**src/kli_pkg.sv**
```systemverilog
// Package for the keyframe linear interpolator: op codes, states, command and status types.
`default_nettype none
package kli_pkg;
	localparam int unsigned MaxRowsDefault = 256;

	typedef enum logic [1:0] {
		OP_CLEAR  = 2'd0,
		OP_APPEND = 2'd1,
		OP_QUERY  = 2'd2,
		OP_NONE   = 2'd3
	} op_t;

	typedef enum logic [3:0] {
		ST_IDLE,
		ST_SCAN_RD,
		ST_SCAN_CHK,
		ST_SEG_RD,
		ST_SEG_K1,
		ST_DIV,
		ST_LERP_RD,
		ST_LERP_MUL,
		ST_LERP_ADD,
		ST_COPY_RD,
		ST_COPY_WR,
		ST_OUT
	} state_t;

	// Commands from controller to datapath.
	typedef struct packed {
		logic clear;
		logic append;
		logic scan_rd;
		logic seg_rd_k0;
		logic seg_rd_k1;
		logic div_start;
		logic lerp_rd;
		logic lerp_mul;
		logic lerp_add;
		logic copy_rd;
		logic copy_wr;
		logic set_empty;
		logic scan_next;
		logic capture_in;
	} cmd_t;

	// Status back to the controller.
	typedef struct packed {
		logic empty;
		logic full;
		logic key_ge;
		logic scan_last;
		logic scan_first;
		logic single_row;
		logic div_done;
		logic lerp_last;
	} stat_t;
endpackage
`default_nettype wire

```
**src/kli_ctrl.sv**
```systemverilog
// Controller state machine for the keyframe linear interpolator.
`default_nettype none
module kli_ctrl
	import kli_pkg::*;
(
	input  wire logic  clk,
	input  wire logic  arst_n,
	input  wire logic  in_valid,
	output logic       in_stall,
	input  wire logic [1:0] operation,
	output logic       out_valid,
	input  wire logic  out_stall,
	input  stat_t      stat,
	output cmd_t       cmd
);
	state_t state_q, state_d;

	// State register
	always_ff @(posedge clk or negedge arst_n) begin
		if (!arst_n) state_q <= ST_IDLE;
		else         state_q <= state_d;
	end

	// Next state and commands
	always_comb begin
		state_d   = state_q;
		cmd       = '0;
		in_stall  = 1'b1;
		out_valid = 1'b0;
		unique case (state_q)
			ST_IDLE: begin
				in_stall = 1'b0;
				// input is open here, so a valid beat is taken this cycle
				if (in_valid) begin
					cmd.capture_in = 1'b1;
					case (op_t'(operation))
						OP_CLEAR:  cmd.clear = 1'b1;
						OP_APPEND: cmd.append = !stat.full;
						OP_QUERY: begin
							if (stat.empty) begin
								cmd.set_empty = 1'b1;
								state_d = ST_OUT;
							end else begin
								state_d = ST_SCAN_RD;
							end
						end
						default: ;
					endcase
				end
			end
			ST_SCAN_RD: begin
				cmd.scan_rd = 1'b1;
				state_d = ST_SCAN_CHK;
			end
			ST_SCAN_CHK: begin
				if (stat.key_ge) begin
					if (stat.scan_first && stat.single_row) state_d = ST_COPY_RD;
					else state_d = ST_SEG_RD;
				end else if (stat.scan_last) begin
					state_d = ST_COPY_RD;
				end else begin
					cmd.scan_next = 1'b1;
					state_d = ST_SCAN_RD;
				end
			end
			ST_SEG_RD: begin
				cmd.seg_rd_k0 = 1'b1;
				state_d = ST_SEG_K1;
			end
			ST_SEG_K1: begin
				cmd.seg_rd_k1 = 1'b1;
				cmd.div_start = 1'b1;
				state_d = ST_DIV;
			end
			ST_DIV: begin
				if (stat.div_done) state_d = ST_LERP_RD;
			end
			ST_LERP_RD: begin
				cmd.lerp_rd = 1'b1;
				state_d = ST_LERP_MUL;
			end
			ST_LERP_MUL: begin
				cmd.lerp_mul = 1'b1;
				state_d = ST_LERP_ADD;
			end
			ST_LERP_ADD: begin
				cmd.lerp_add = 1'b1;
				state_d = stat.lerp_last ? ST_OUT : ST_LERP_RD;
			end
			ST_COPY_RD: begin
				cmd.copy_rd = 1'b1;
				state_d = ST_COPY_WR;
			end
			ST_COPY_WR: begin
				cmd.copy_wr = 1'b1;
				state_d = ST_OUT;
			end
			ST_OUT: begin
				out_valid = 1'b1;
				if (!out_stall) state_d = ST_IDLE;
			end
			default: state_d = ST_IDLE;
		endcase
	end
endmodule
`default_nettype wire

```
**config.mk**
```make
export PLATFORM = sky130hd
export DESIGN_NAME = kli_ctrl
export DESIGN_NICKNAME = d
export VERILOG_FILES = /design/src/kli_pkg.sv /design/src/kli_ctrl.sv
export SDC_FILE = /design/constraint.sdc
export NUM_CORES = 1
export LEC_CHECK = 0
export BUFFER_PORTS_ARGS = -buffer_cell sky130_fd_sc_hd__buf_4
export CORE_AREA = 2 2 39 41
export DETAILED_ROUTE_END_ITERATION = 16
export DIE_AREA = 0 0 41 43
export PLACE_DENSITY = 0.72
export SYNTH_ARGS = -nofsm -noshare
export SYNTH_HDL_FRONTEND = slang
export SYNTH_SLANG_ARGS = --single-unit
export TNS_END_PERCENT = 100
```
**constraint.sdc**
```tcl
create_clock -name clk -period 2.52 [get_ports clk]
set_input_delay 0.252 -clock clk [delete_from_list [all_inputs] [get_ports clk]]
set_output_delay 0.252 -clock clk [all_outputs]
set_load 0.05 [all_outputs]
```
## Word level (Yosys, flattened, before mapping)

Index checks and enable logic that the tools add are counted.

| operators by class | value |
|---|---|
| reduce and logical (&&, ||, !) cells | 5 |
| equality and inequality tests | 17 |
| mux-type cells | 33 |

Operator list:

| operator | count |
|---|---|
| $pmux W4 S12 | 1 |
| $mux W4 | 9 |
| $mux W1 | 20 |
| $eq A4 B3 Y1 const B | 4 |
| $eq A4 B4 Y1 const B | 4 |
| $eq A4 B2 Y1 const B | 2 |
| $mux W2 | 3 |
| $ne A2 B2 Y1 const B | 3 |
| $eq A4 B1 Y1 const B | 1 |
| $logic_not A4 Y1 | 1 |
| $reduce_and A4 Y1 | 1 |
| $eq A2 B1 Y1 const B | 1 |
| $eq A2 B2 Y1 const B | 1 |
| $logic_not A2 Y1 | 1 |
| $ne A2 B1 Y1 const B | 1 |
| $logic_and A1 B1 Y1 | 1 |
| $logic_not A1 Y1 | 1 |

| word-level totals | value |
|---|---|
| register bits after elaboration | 4 |
| input port bits | 14 |

## Longest topological paths before layout

Gate-level depths: netlist (run 1).

| depth | value |
|---|---|
| depth after elaboration | 4 |
| gate-level depth with buffers | 6 |

## Worst setup path after synthesis (run 1)

OpenSTA, ideal clock, no wires.

| timing path | value |
|---|---|
| path type | reg2out |
| start | register state_q[3] |
| end | output cmd[9] (netlist bit) |
| data arrival time | 2237 ps |
| path buffers | 2 |
| cell stages (with the launch flop) | 6 |
| slack | 31 ps |
| data required time | 2268 ps |
| cells stage by stage | dfrtp_1 > buf_4 > inv_1 > nand2_1 > nor3_1 > buf_4 |

RTL lines:

| what | RTL line | source |
|---|---|---|
| start: declaration | kli_ctrl.sv:16 | `state_t state_q, state_d;` |
| start signal: assignment | kli_ctrl.sv:21 | `else state_q <= state_d;` |
| end: declaration | kli_ctrl.sv:14 | `output cmd_t cmd` |

==> results of run 1 <==
==> routing by layer <==
metal  vias up  share of wire (%)  global-route usage (%)
met2        16                 55                    27.8
met4         0                  0                    8.00
li1        296                  -                       -
met3         0                6.2                    3.14
met1       267                 39                    16.9
met5         -                  0                       0
==> worst max-delay path by stage <==
stage                                 startpoint       to  cells past startpoint
final                     state_q[1]$_DFFE_PN0P_  cmd[12]                      4
after global routing      state_q[1]$_DFFE_PN0P_  cmd[12]                      4
after CTS                 state_q[1]$_DFFE_PN0P_  cmd[12]                      4
after detailed placement  state_q[1]$_DFFE_PN0P_  cmd[12]                      4
after global placement    state_q[1]$_DFFE_PN0P_  cmd[12]                      4
after floorplan           state_q[3]$_DFFE_PN0P_   cmd[9]                      5
==> final cells by class <==
type,count,area (sq um),share of cell area [%]
Clock buffer,3,22.5,3.05
Inverter,4,15.0,2.03
Multi-Input combinational cell,53,353,47.8
Sequential cell,4,100,13.6
Tap cell,16,20.0,2.71
Timing Repair Buffer,30,228,30.8
==> cell families (layout without fill, tap and decap cells) <==
| family | count (synthesis) | count (layout) | synth area share [%] |
|---|---|---|---|
| compound gates | 19 | 19 | 27.4 |
| buf+inv | 10 | 37 | 11.5 |
| flops | 4 | 4 | 19.6 |
| mux | 1 | 1 | 2.20 |
| simple gates | 33 | 33 | 39.4 |
==> synth_stat cells, drive strengths merged <==
| cell type | instances | area, sq um |
|---|---|---|
| nand2b | 4 | 32.5 |
| o31a | 1 | 8.76 |
| and3 | 2 | 12.5 |
| inv | 4 | 15.0 |
| a2bb2oi | 1 | 8.76 |
| nor4b | 2 | 23.8 |
| o22ai | 2 | 12.5 |
| mux2 | 1 | 11.3 |
| o21a | 1 | 7.51 |
| dfrtp | 4 | 100 |
| o21bai | 1 | 7.51 |
| o32ai | 1 | 16.3 |
| o221ai | 1 | 15.0 |
| buf | 6 | 43.8 |
| o21ai | 5 | 28.8 |
| a21oi | 4 | 20.0 |
| o31ai | 1 | 7.51 |
| or3 | 1 | 11.3 |
| nor4 | 1 | 12.5 |
| nand2 | 5 | 21.3 |
| nor2b | 1 | 6.26 |
| nor2 | 9 | 33.8 |
| and4b | 1 | 10.0 |
| nor3 | 6 | 30.0 |
| nor3b | 1 | 7.51 |
| a211oi | 1 | 7.51 |
==> timing repair <==
item | in CTS | in global routing
hold endpoints to repair | 4 | 0
gates resized for setup | 0 | 0
hold buffers | 1 | 0
==> tightest hold or removal path: cells and delay by family <==
family | cells | cell delay, ns
compound gates | 1 | 0.09
simple gates | 1 | 0.07
buf+inv | 1 | 0.09
==> power breakdown <==
part / switching, mW / internal, mW
clock: 0.0238 / 0.0531
combinational: 0.364 / 0.238
sequential: 0.126 / 0.0948
total: 0.514 / 0.386
==> metrics.yaml, run 1 <==
pwr:
  power_mw: 0.900
  power_density_mw_per_mm2: 1220
  p_leak_nw: 0.344
  peakVddDrop_uv: 466
synth:
  synth_area_per_cell_sq_um: 7.64
  ys_seq_elements: 4
  ys_warn_count: 0
  syn_nets: 81
  synthCells: 67
  seq_area_frac_synth_pct: 19.6
  mappedNetlistArea_sq_um: 512
  synth.distinct_cells: 34
timing:
  finalHoldViolCount: 0
  post-route-period-util_pct: 83.2
  worst_pin_slew_ns: 0.540
  slew_violations: 0
  finalSetupTns_ns: 0
  skew_ns: 0.00122
  max_freq_mhz: 477
  setup_viol: 0
  fin_crit_ns: 2.10
  worst_hold_slack_ns: 0.314
  relSlewSlack_pct: 64.0
  rsz0062_at_grt: "no"
  fin_ws_ns: 0.423
final_layout:
  syn_to_final_growth_pct: 44.3
  regMostFlops: "state_q"
  layout_commonest_cell: "buf_4"
  top_regs: "state_q: 4 flops"
  fillCellCount: 149
  fin_util_pct: 53.3
  final_nets: 110
  drive_gt1_share_pct: 44.7
  num_antenna_cells: 0
  largest_register_ff_count: 4
  stdcell_area_sq_um: 738
  fin_cells: 110
  final_cell_mix: "29 x buf_4, 9 x nor2_1, 6 x nor3_1"
routing:
  vias: 579
  drcViolationCount: 0
  vias_per_cell: 5.26
  drtIter0Drc: 5
  post_drt_wl_per_cell_microns: 11.3
  routed_wl_microns: 1250
  first_pass_iters: 3
  postRouteAntennaNets: 0
placement:
  routabilityCongestion: 0.769
  dp.cells: 106
  dpl.hpwl_microns: 995
  dpl_cell_area_sq_um: 706
  port_buffers: 29
  preCtsSetupSlack_ns: 0.638
cts:
  clock-sinks: 4
  cts_buffer_depth: 2
  path_clk_slew_ns: 0.04
  cts-root-buf: "clkbuf_4"
  numCtsBuffers: 3
  cts_max_level: 1
  cts_tree: "yes"
  clk_latency_ns: 0.23
  cts_post_setup_buffers_inserted: 0
setup_path:
  worstPathRequired_ns: 2.27
  crit_type: "reg2out"
  start_kind: "register"
  r2r-start: "state_q[1]$_DFFE_PN0P_"
  cp_top_family: "simple AND/OR/NAND/NOR gates"
  slowest_delay_ns: 0.55
  reg2reg_depth: 4
  r2r_slack_ns: 0.96
  path_max_fanout: 15
  critPathArrivalTime_ns: 1.84
  cp_num_buf_inv: 1
  rr_endpoint: "state_q[0]$_DFFE_PN0P_"
  path_cells: "nor4_2, nand2_1, nor4b_2, buf_4"
  crit_slowest_cell: "dfrtp_1"
  end_kind: "output port"
hold_path:
  min_delay_worst_endpoint: "state_q[1]$_DFFE_PN0P_"
  hold_class: "in2reg"
  min-delay-start: "out_stall"
  whs_path_depth: 3
floorplan:
  boundaryPins: 30
  core-area_sq_mm: 0.00138
  die_w_microns: 41
  fp.dieH_microns: 43
  rows: 14
  start_util_pct: 37.0
  die_area_sq_mm: 0.00176
run:
  cap_violations: 0
grt:
  grt_max_degree: 19
  gr-usage-all-layers_pct: 16.0
  grt_first_pass_wirelength_microns: 1970
  antenna_found_initial: 0
  first_global_vias: 514
  grt_overflow: 0
status:
  status: "completed"
Note: power is estimated with default switching activity, not from simulation.
==> run 2, diff against run 1 <==
- clock period: 2.52 -> 2.1 ns (I/O delays scaled with it)
==> metrics.yaml, run 2 (synthesized netlist as in run 1, its figures left out) <==
timing:
  finalHoldViolCount: 0  # unchanged
  max_freq_mhz: 518
  setup_viol: 0  # unchanged
  fin_crit_ns: 1.93
  post-route-period-util_pct: 91.9
  slew_violations: 0  # unchanged
  skew_ns: 0.000217  # was 0.00122 ns
  rsz0062_at_grt: "no"  # unchanged
  worst_pin_slew_ns: 0.481  # was 0.540 ns
  relSlewSlack_pct: 67.9  # was 64.0%
setup_path:
  end_kind: "output port"  # unchanged
  slowest_delay_ns: 0.54  # was 0.55 ns
  worstPathRequired_ns: 1.89  # was 2.27 ns
  crit_type: "reg2out"  # unchanged
  start_kind: "register"  # unchanged
  path_cells: "nor4_4, nand2_1, nor4b_2, buf_4"  # was nor4_2, nand2_1, nor4b_2, buf_4
  crit_slowest_cell: "dfrtp_1"  # unchanged
  path_max_fanout: 15  # unchanged
  critPathArrivalTime_ns: 1.72  # was 1.84 ns
run:
  cap_violations: 0  # unchanged
placement:
  routabilityCongestion: 0.766  # was 0.769
  dpl.hpwl_microns: 991  # was 995 microns
  port_buffers: 29  # unchanged
  dp.cells: 108  # was 106
routing:
  drtIter0Drc: 2  # was 5
  vias_per_cell: 5.27  # was 5.26
  routed_wl_microns: 1260  # was 1250 microns
  drcViolationCount: 0  # unchanged
  postRouteAntennaNets: 0  # unchanged
  post_drt_wl_per_cell_microns: 11.3  # about the same
  first_pass_iters: 2  # was 3
  vias: 590  # was 579
status:
  status: "completed"  # unchanged
hold_path:
  hold_class: "in2reg"  # unchanged
floorplan:
  rows: 14  # unchanged
  fp.dieH_microns: 43  # unchanged
  start_util_pct: 37.0  # unchanged
  boundaryPins: 30  # unchanged
  die_area_sq_mm: 0.00176  # unchanged
  core-area_sq_mm: 0.00138  # unchanged
  die_w_microns: 41  # unchanged
grt:
  grt_overflow: 0  # unchanged
  first_global_vias: 528  # was 514
  gr-usage-all-layers_pct: 16.3  # was 16.0%
  grt_first_pass_wirelength_microns: 2020  # was 1970 microns
  antenna_found_initial: 0  # unchanged
  grt_max_degree: 18  # was 19
final_layout:
  fin_util_pct: 56.1  # was 53.3%
  final_cell_mix: "31 x buf_4, 9 x nor2_1, 4 x nand2_1, 4 x a21oi_1, 4 x dfrtp_1"  # was 29 x buf_4, 9 x nor2_1, 6 x nor3_1
  layout_commonest_cell: "buf_4"  # unchanged
  top_regs: "state_q: 4 flops"  # unchanged
  fillCellCount: 139  # was 149
  num_antenna_cells: 0  # unchanged
  fin_cells: 112  # was 110
  largest_register_ff_count: 4  # unchanged
  syn_to_final_growth_pct: 51.8  # was 44.3%
  final_nets: 112  # was 110
  regMostFlops: "state_q"  # unchanged
  drive_gt1_share_pct: 49.0  # was 44.7%
cts:
  clk_latency_ns: 0.22  # was 0.23 ns
  cts_max_level: 1  # unchanged
  cts-root-buf: "clkbuf_4"  # unchanged
  cts_buffer_depth: 2  # unchanged
  cts_tree: "yes"  # unchanged
  numCtsBuffers: 3  # unchanged
  clock-sinks: 4  # unchanged
  path_clk_slew_ns: 0.04  # about the same
pwr:
  power.share.combinational_pct: 74.7  # was 66.9%
  clockPowerShare_pct: 7.8  # was 8.5%
  power.internal_mw: 0.499  # was 0.386 mW
  switching_share_pct: 56.3  # was 57.1%
  switching_power_mw: 0.643  # was 0.514 mW
  seq_power_share_pct: 17.5  # was 24.6%
  p_leak_nw: 0.359  # was 0.344 nW
  peakVddDrop_uv: 744  # was 466 uV
  power_density_mw_per_mm2: 1470  # was 1220 mW/mm^2
-- run 2: cell count changes in the layout (fill, tap and decap cells not counted), sizes merged --
cell,previous run,this run
buf,29,31
-- run 2: critical path: cells and delay by family, from the launching register on --
kind | cells | cell delay [ns]
AND/OR/NAND/NOR | 3 | 0.72
flip-flops | 1 | 0.54
buffers and inverters | 1 | 0.23
-- run 2: through the flow --
step                power [mW]  TNS (ns)  hold WS, ns  setup WS (ns)  area, sq um
finish                    1.14         0        0.250          0.171          777
global placement          1.03         0      0.00595          0.412          736
floorplan                0.869   -0.0163      -0.0856        -0.0163          527
detailed placement        1.04         0      0.00722          0.359          736
global route              1.23         0        0.254         0.0140          777
CTS                       1.13         0        0.253          0.115          768
-- run 2: layer usage --
layer  GRT usage, %  wire, microns
met4           4.00              0
met5              0              0
met1           21.2            551
met3           4.71             58
met2           25.6            649
-- run 2: path summary, 6_finish.rpt --
path                                         from  cells past startpoint                      to  slack, ns
hold / removal                          out_stall                      3  state_q[1]$_DFFE_PN0P_       0.25
max in group asynchronous                  arst_n                      2  state_q[0]$_DFFE_PN0P_       1.67
setup reg to reg           state_q[2]$_DFFE_PN0P_                      4  state_q[0]$_DFFE_PN0P_       0.57
min in group asynchronous                  arst_n                      2  state_q[2]$_DFFE_PN0P_       0.33
hold reg to reg            state_q[0]$_DFFE_PN0P_                      2  state_q[0]$_DFFE_PN0P_       0.77
setup / recovery           state_q[3]$_DFFE_PN0P_                      4                 cmd[12]       0.17
-- run 2: timing repair --
item / in CTS / in global routing
gates resized for setup: 0 / 1
hold buffers: 1 / 0
endpoints found under the hold margin: 4 / 0
setup endpoints to repair: 0 / 1
setup buffers: 0 / 0
-- run 2: layout make-up --
type / count / area [sq um] / area share (%)
Clock buffer: 3 / 22.5 / 2.90
Sequential cell: 4 / 100 / 12.9
Inverter: 4 / 15.0 / 1.93
Tap cell: 16 / 20.0 / 2.58
Timing Repair Buffer: 32 / 243 / 31.2
Multi-Input combinational cell: 53 / 377 / 48.5
-- run 2: power groups by stage --
stage	Combinational, mW	Sequential [mW]	Clock (mW)
floorplan	0.715	0.154	0
global placement	0.847	0.186	0
CTS	0.851	0.186	0.0926
finish	0.853	0.199	0.0895
detailed placement	0.848	0.188	0
global route	0.914	0.214	0.103
==> run 3, diff against run 2 <==
- GPL_ROUTABILITY_DRIVEN: not set -> 0
- PLACE_DENSITY: 0.72 -> 0.74
==> metrics.yaml, run 3 (synthesized netlist as in run 1, its figures left out) <==
status:
  status: "completed"  # unchanged
setup_path:
  end_kind: "output port"  # unchanged
  crit_slowest_cell: "dfrtp_1"  # unchanged
  start_kind: "register"  # unchanged
  critPathArrivalTime_ns: 1.66  # was 1.72 ns
  path_cells: "buf_4, nand2b_4, or3_4, nor3_2, buf_4"  # was nor4_4, nand2_1, nor4b_2, buf_4
  cp_top_family: "simple AND/OR/NAND/NOR gates"  # unchanged
  crit_start: "state_q[0]$_DFFE_PN0P_"  # was state_q[3]$_DFFE_PN0P_
  worstPathRequired_ns: 1.89  # about the same
  path_common_cell: "buf_4"
  crit_type: "reg2out"  # unchanged
  slowest_delay_ns: 0.40  # was 0.54 ns
  r2r_slack_ns: 0.56  # was 0.57 ns
  path_max_fanout: 17  # was 15
  cp_num_buf_inv: 2  # was 1
  r2r-start: "state_q[2]$_DFFE_PN0P_"  # unchanged
final_layout:
  fillCellCount: 135  # was 139
  fin_cells: 112  # unchanged
  drive_gt1_share_pct: 50.0  # was 49.0%
  regMostFlops: "state_q"  # unchanged
  largest_register_ff_count: 4  # unchanged
  final_nets: 112  # unchanged
  final_cell_mix: "31 x buf_4, 9 x nor2_1, 4 x nand2_1, 4 x a21oi_1"  # was 31 x buf_4, 9 x nor2_1, 4 x nand2_1, 4 x a21oi_1, 4 x dfrtp_1
  layout_commonest_cell: "buf_4"  # unchanged
  syn_to_final_growth_pct: 52.1  # was 51.8%
  num_antenna_cells: 0  # unchanged
  top_regs: "state_q: 4 flops"  # unchanged
grt:
  grt_max_degree: 18  # unchanged
  first_global_vias: 541  # was 528
  antenna_found_initial: 0  # unchanged
  gr-usage-all-layers_pct: 17.2  # was 16.3%
  grt_overflow: 0  # unchanged
  grt_first_pass_wirelength_microns: 2090  # was 2020 microns
timing:
  setup_viol: 0  # unchanged
  max_freq_mhz: 534  # was 518 MHz
  finalHoldViolCount: 0  # unchanged
  fin_ws_ns: 0.228  # was 0.171 ns
  post-route-period-util_pct: 89.1  # was 91.9%
  relSlewSlack_pct: 68.0  # was 67.9%
  worst_pin_slew_ns: 0.481  # about the same
  rsz0062_at_grt: "no"  # unchanged
  slew_violations: 0  # unchanged
  skew_ns: 0.00211  # was 0.000217 ns
  fin_crit_ns: 1.87  # was 1.93 ns
  worst_hold_slack_ns: 0.252  # was 0.250 ns
  finalSetupTns_ns: 0  # unchanged
cts:
  numCtsBuffers: 3  # unchanged
  cts_buffer_depth: 2  # unchanged
  cts-root-buf: "clkbuf_4"  # unchanged
  path_clk_slew_ns: 0.04  # about the same
  cts_post_setup_buffers_inserted: 0  # unchanged
  cts_tree: "yes"  # unchanged
  cts_max_level: 1  # unchanged
  clock-sinks: 4  # unchanged
  clk_latency_ns: 0.23  # was 0.22 ns
routing:
  postRouteAntennaNets: 0  # unchanged
  top_layer_used: "met4"  # was met3
  vias_per_cell: 5.47  # was 5.27
  m1WireLength_microns: 516  # was 551 microns
  first_pass_iters: 4  # was 2
  wl_met3_microns: 68  # was 58 microns
  vias: 613  # was 590
  wl_met2_microns: 744  # was 649 microns
  routed_wl_microns: 1350  # was 1260 microns
  drcViolationCount: 0  # unchanged
  drtIter0Drc: 9  # was 2
  post_drt_wl_per_cell_microns: 12.1  # was 11.3 microns
pwr:
  power.internal_mw: 0.500  # was 0.499 mW
  switching_power_mw: 0.647  # was 0.643 mW
  p_leak_nw: 0.357  # was 0.359 nW
  clockPowerShare_pct: 8.0  # was 7.8%
  power.share.combinational_pct: 74.1  # was 74.7%
  seq_power_share_pct: 17.8  # was 17.5%
  power_mw: 1.15  # was 1.14 mW
  peakVddDrop_uv: 608  # was 744 uV
  switching_share_pct: 56.4  # was 56.3%
  power_density_mw_per_mm2: 1470  # about the same
placement:
  dpl.hpwl_microns: 1050  # was 991 microns
  preCtsSetupSlack_ns: 0.296  # was 0.359 ns
  dp.cells: 108  # unchanged
  port_buffers: 29  # unchanged
floorplan:
  boundaryPins: 30  # unchanged
  core-area_sq_mm: 0.00138  # unchanged
  die_area_sq_mm: 0.00176  # unchanged
  rows: 14  # unchanged
  start_util_pct: 37.0  # unchanged
  die_w_microns: 41  # unchanged
  fp.dieH_microns: 43  # unchanged
run:
  cap_violations: 0  # unchanged
hold_path:
  hold_class: "in2reg"  # unchanged
  min-delay-start: "out_stall"  # unchanged
[run 3: stage by stage]
stage,util [%],cell area [sq um]
2_1_floorplan,-,527
3_3_place_gp,53.2,736
3_5_place_dp,53.2,736
4_1_cts,55.5,768
5_1_grt,56.2,778
6_report,56.2,778
[run 3: metal layers]
layer	up-vias	track usage (%)
li1	303	-
met1	285	17.9
met2	21	30.6
met3	4	3.14
met4	0	8.00
met5	-	0
[run 3: area by class of cell]
| type | count | area (sq um) | area share (%) |
|---|---|---|---|
| Multi-Input combinational cell | 53 | 377 | 48.4 |
| Timing Repair Buffer | 32 | 243 | 31.2 |
| Sequential cell | 4 | 101 | 13.0 |
| Inverter | 4 | 15.0 | 1.93 |
| Tap cell | 16 | 20.0 | 2.57 |
| Clock buffer | 3 | 22.5 | 2.89 |
[run 3: worst paths after layout]
path / to / cells after the start
worst max-delay path: cmd[1] / 5
worst min-delay path: state_q[1]$_DFFE_PN0P_ / 3
worst max register to register: state_q[0]$_DFFE_PN0P_ / 4
worst min register to register: state_q[2]$_DFFE_PN0P_ / 1
max in group asynchronous: state_q[3]$_DFFE_PN0P_ / 2
min in group asynchronous: state_q[0]$_DFFE_PN0P_ / 2
[run 3: repair_timing]
action / in CTS / in global routing
endpoints found under the hold margin: 4 / 0
hold buffers: 1 / 0
resized for setup: 0 / 2
endpoints found under the setup margin: 0 / 1
[run 3: power groups by stage]
stage / clock [mW] / sequential, mW / combinational, mW
floorplan: 0 / 0.154 / 0.715
detailed placement: 0 / 0.191 / 0.849
global route: 0.101 / 0.213 / 0.923
finish: 0.0921 / 0.205 / 0.850
global placement: 0 / 0.185 / 0.843
CTS: 0.0952 / 0.189 / 0.853
[run 3: worst min-delay path: cells and delay by family]
| kind | cells | cell delay (ns) |
|---|---|---|
| buffers and inverters | 1 | 0.09 |
| and+or+nand+nor | 1 | 0.06 |
| AOI/OAI and AO/OA | 1 | 0.08 |
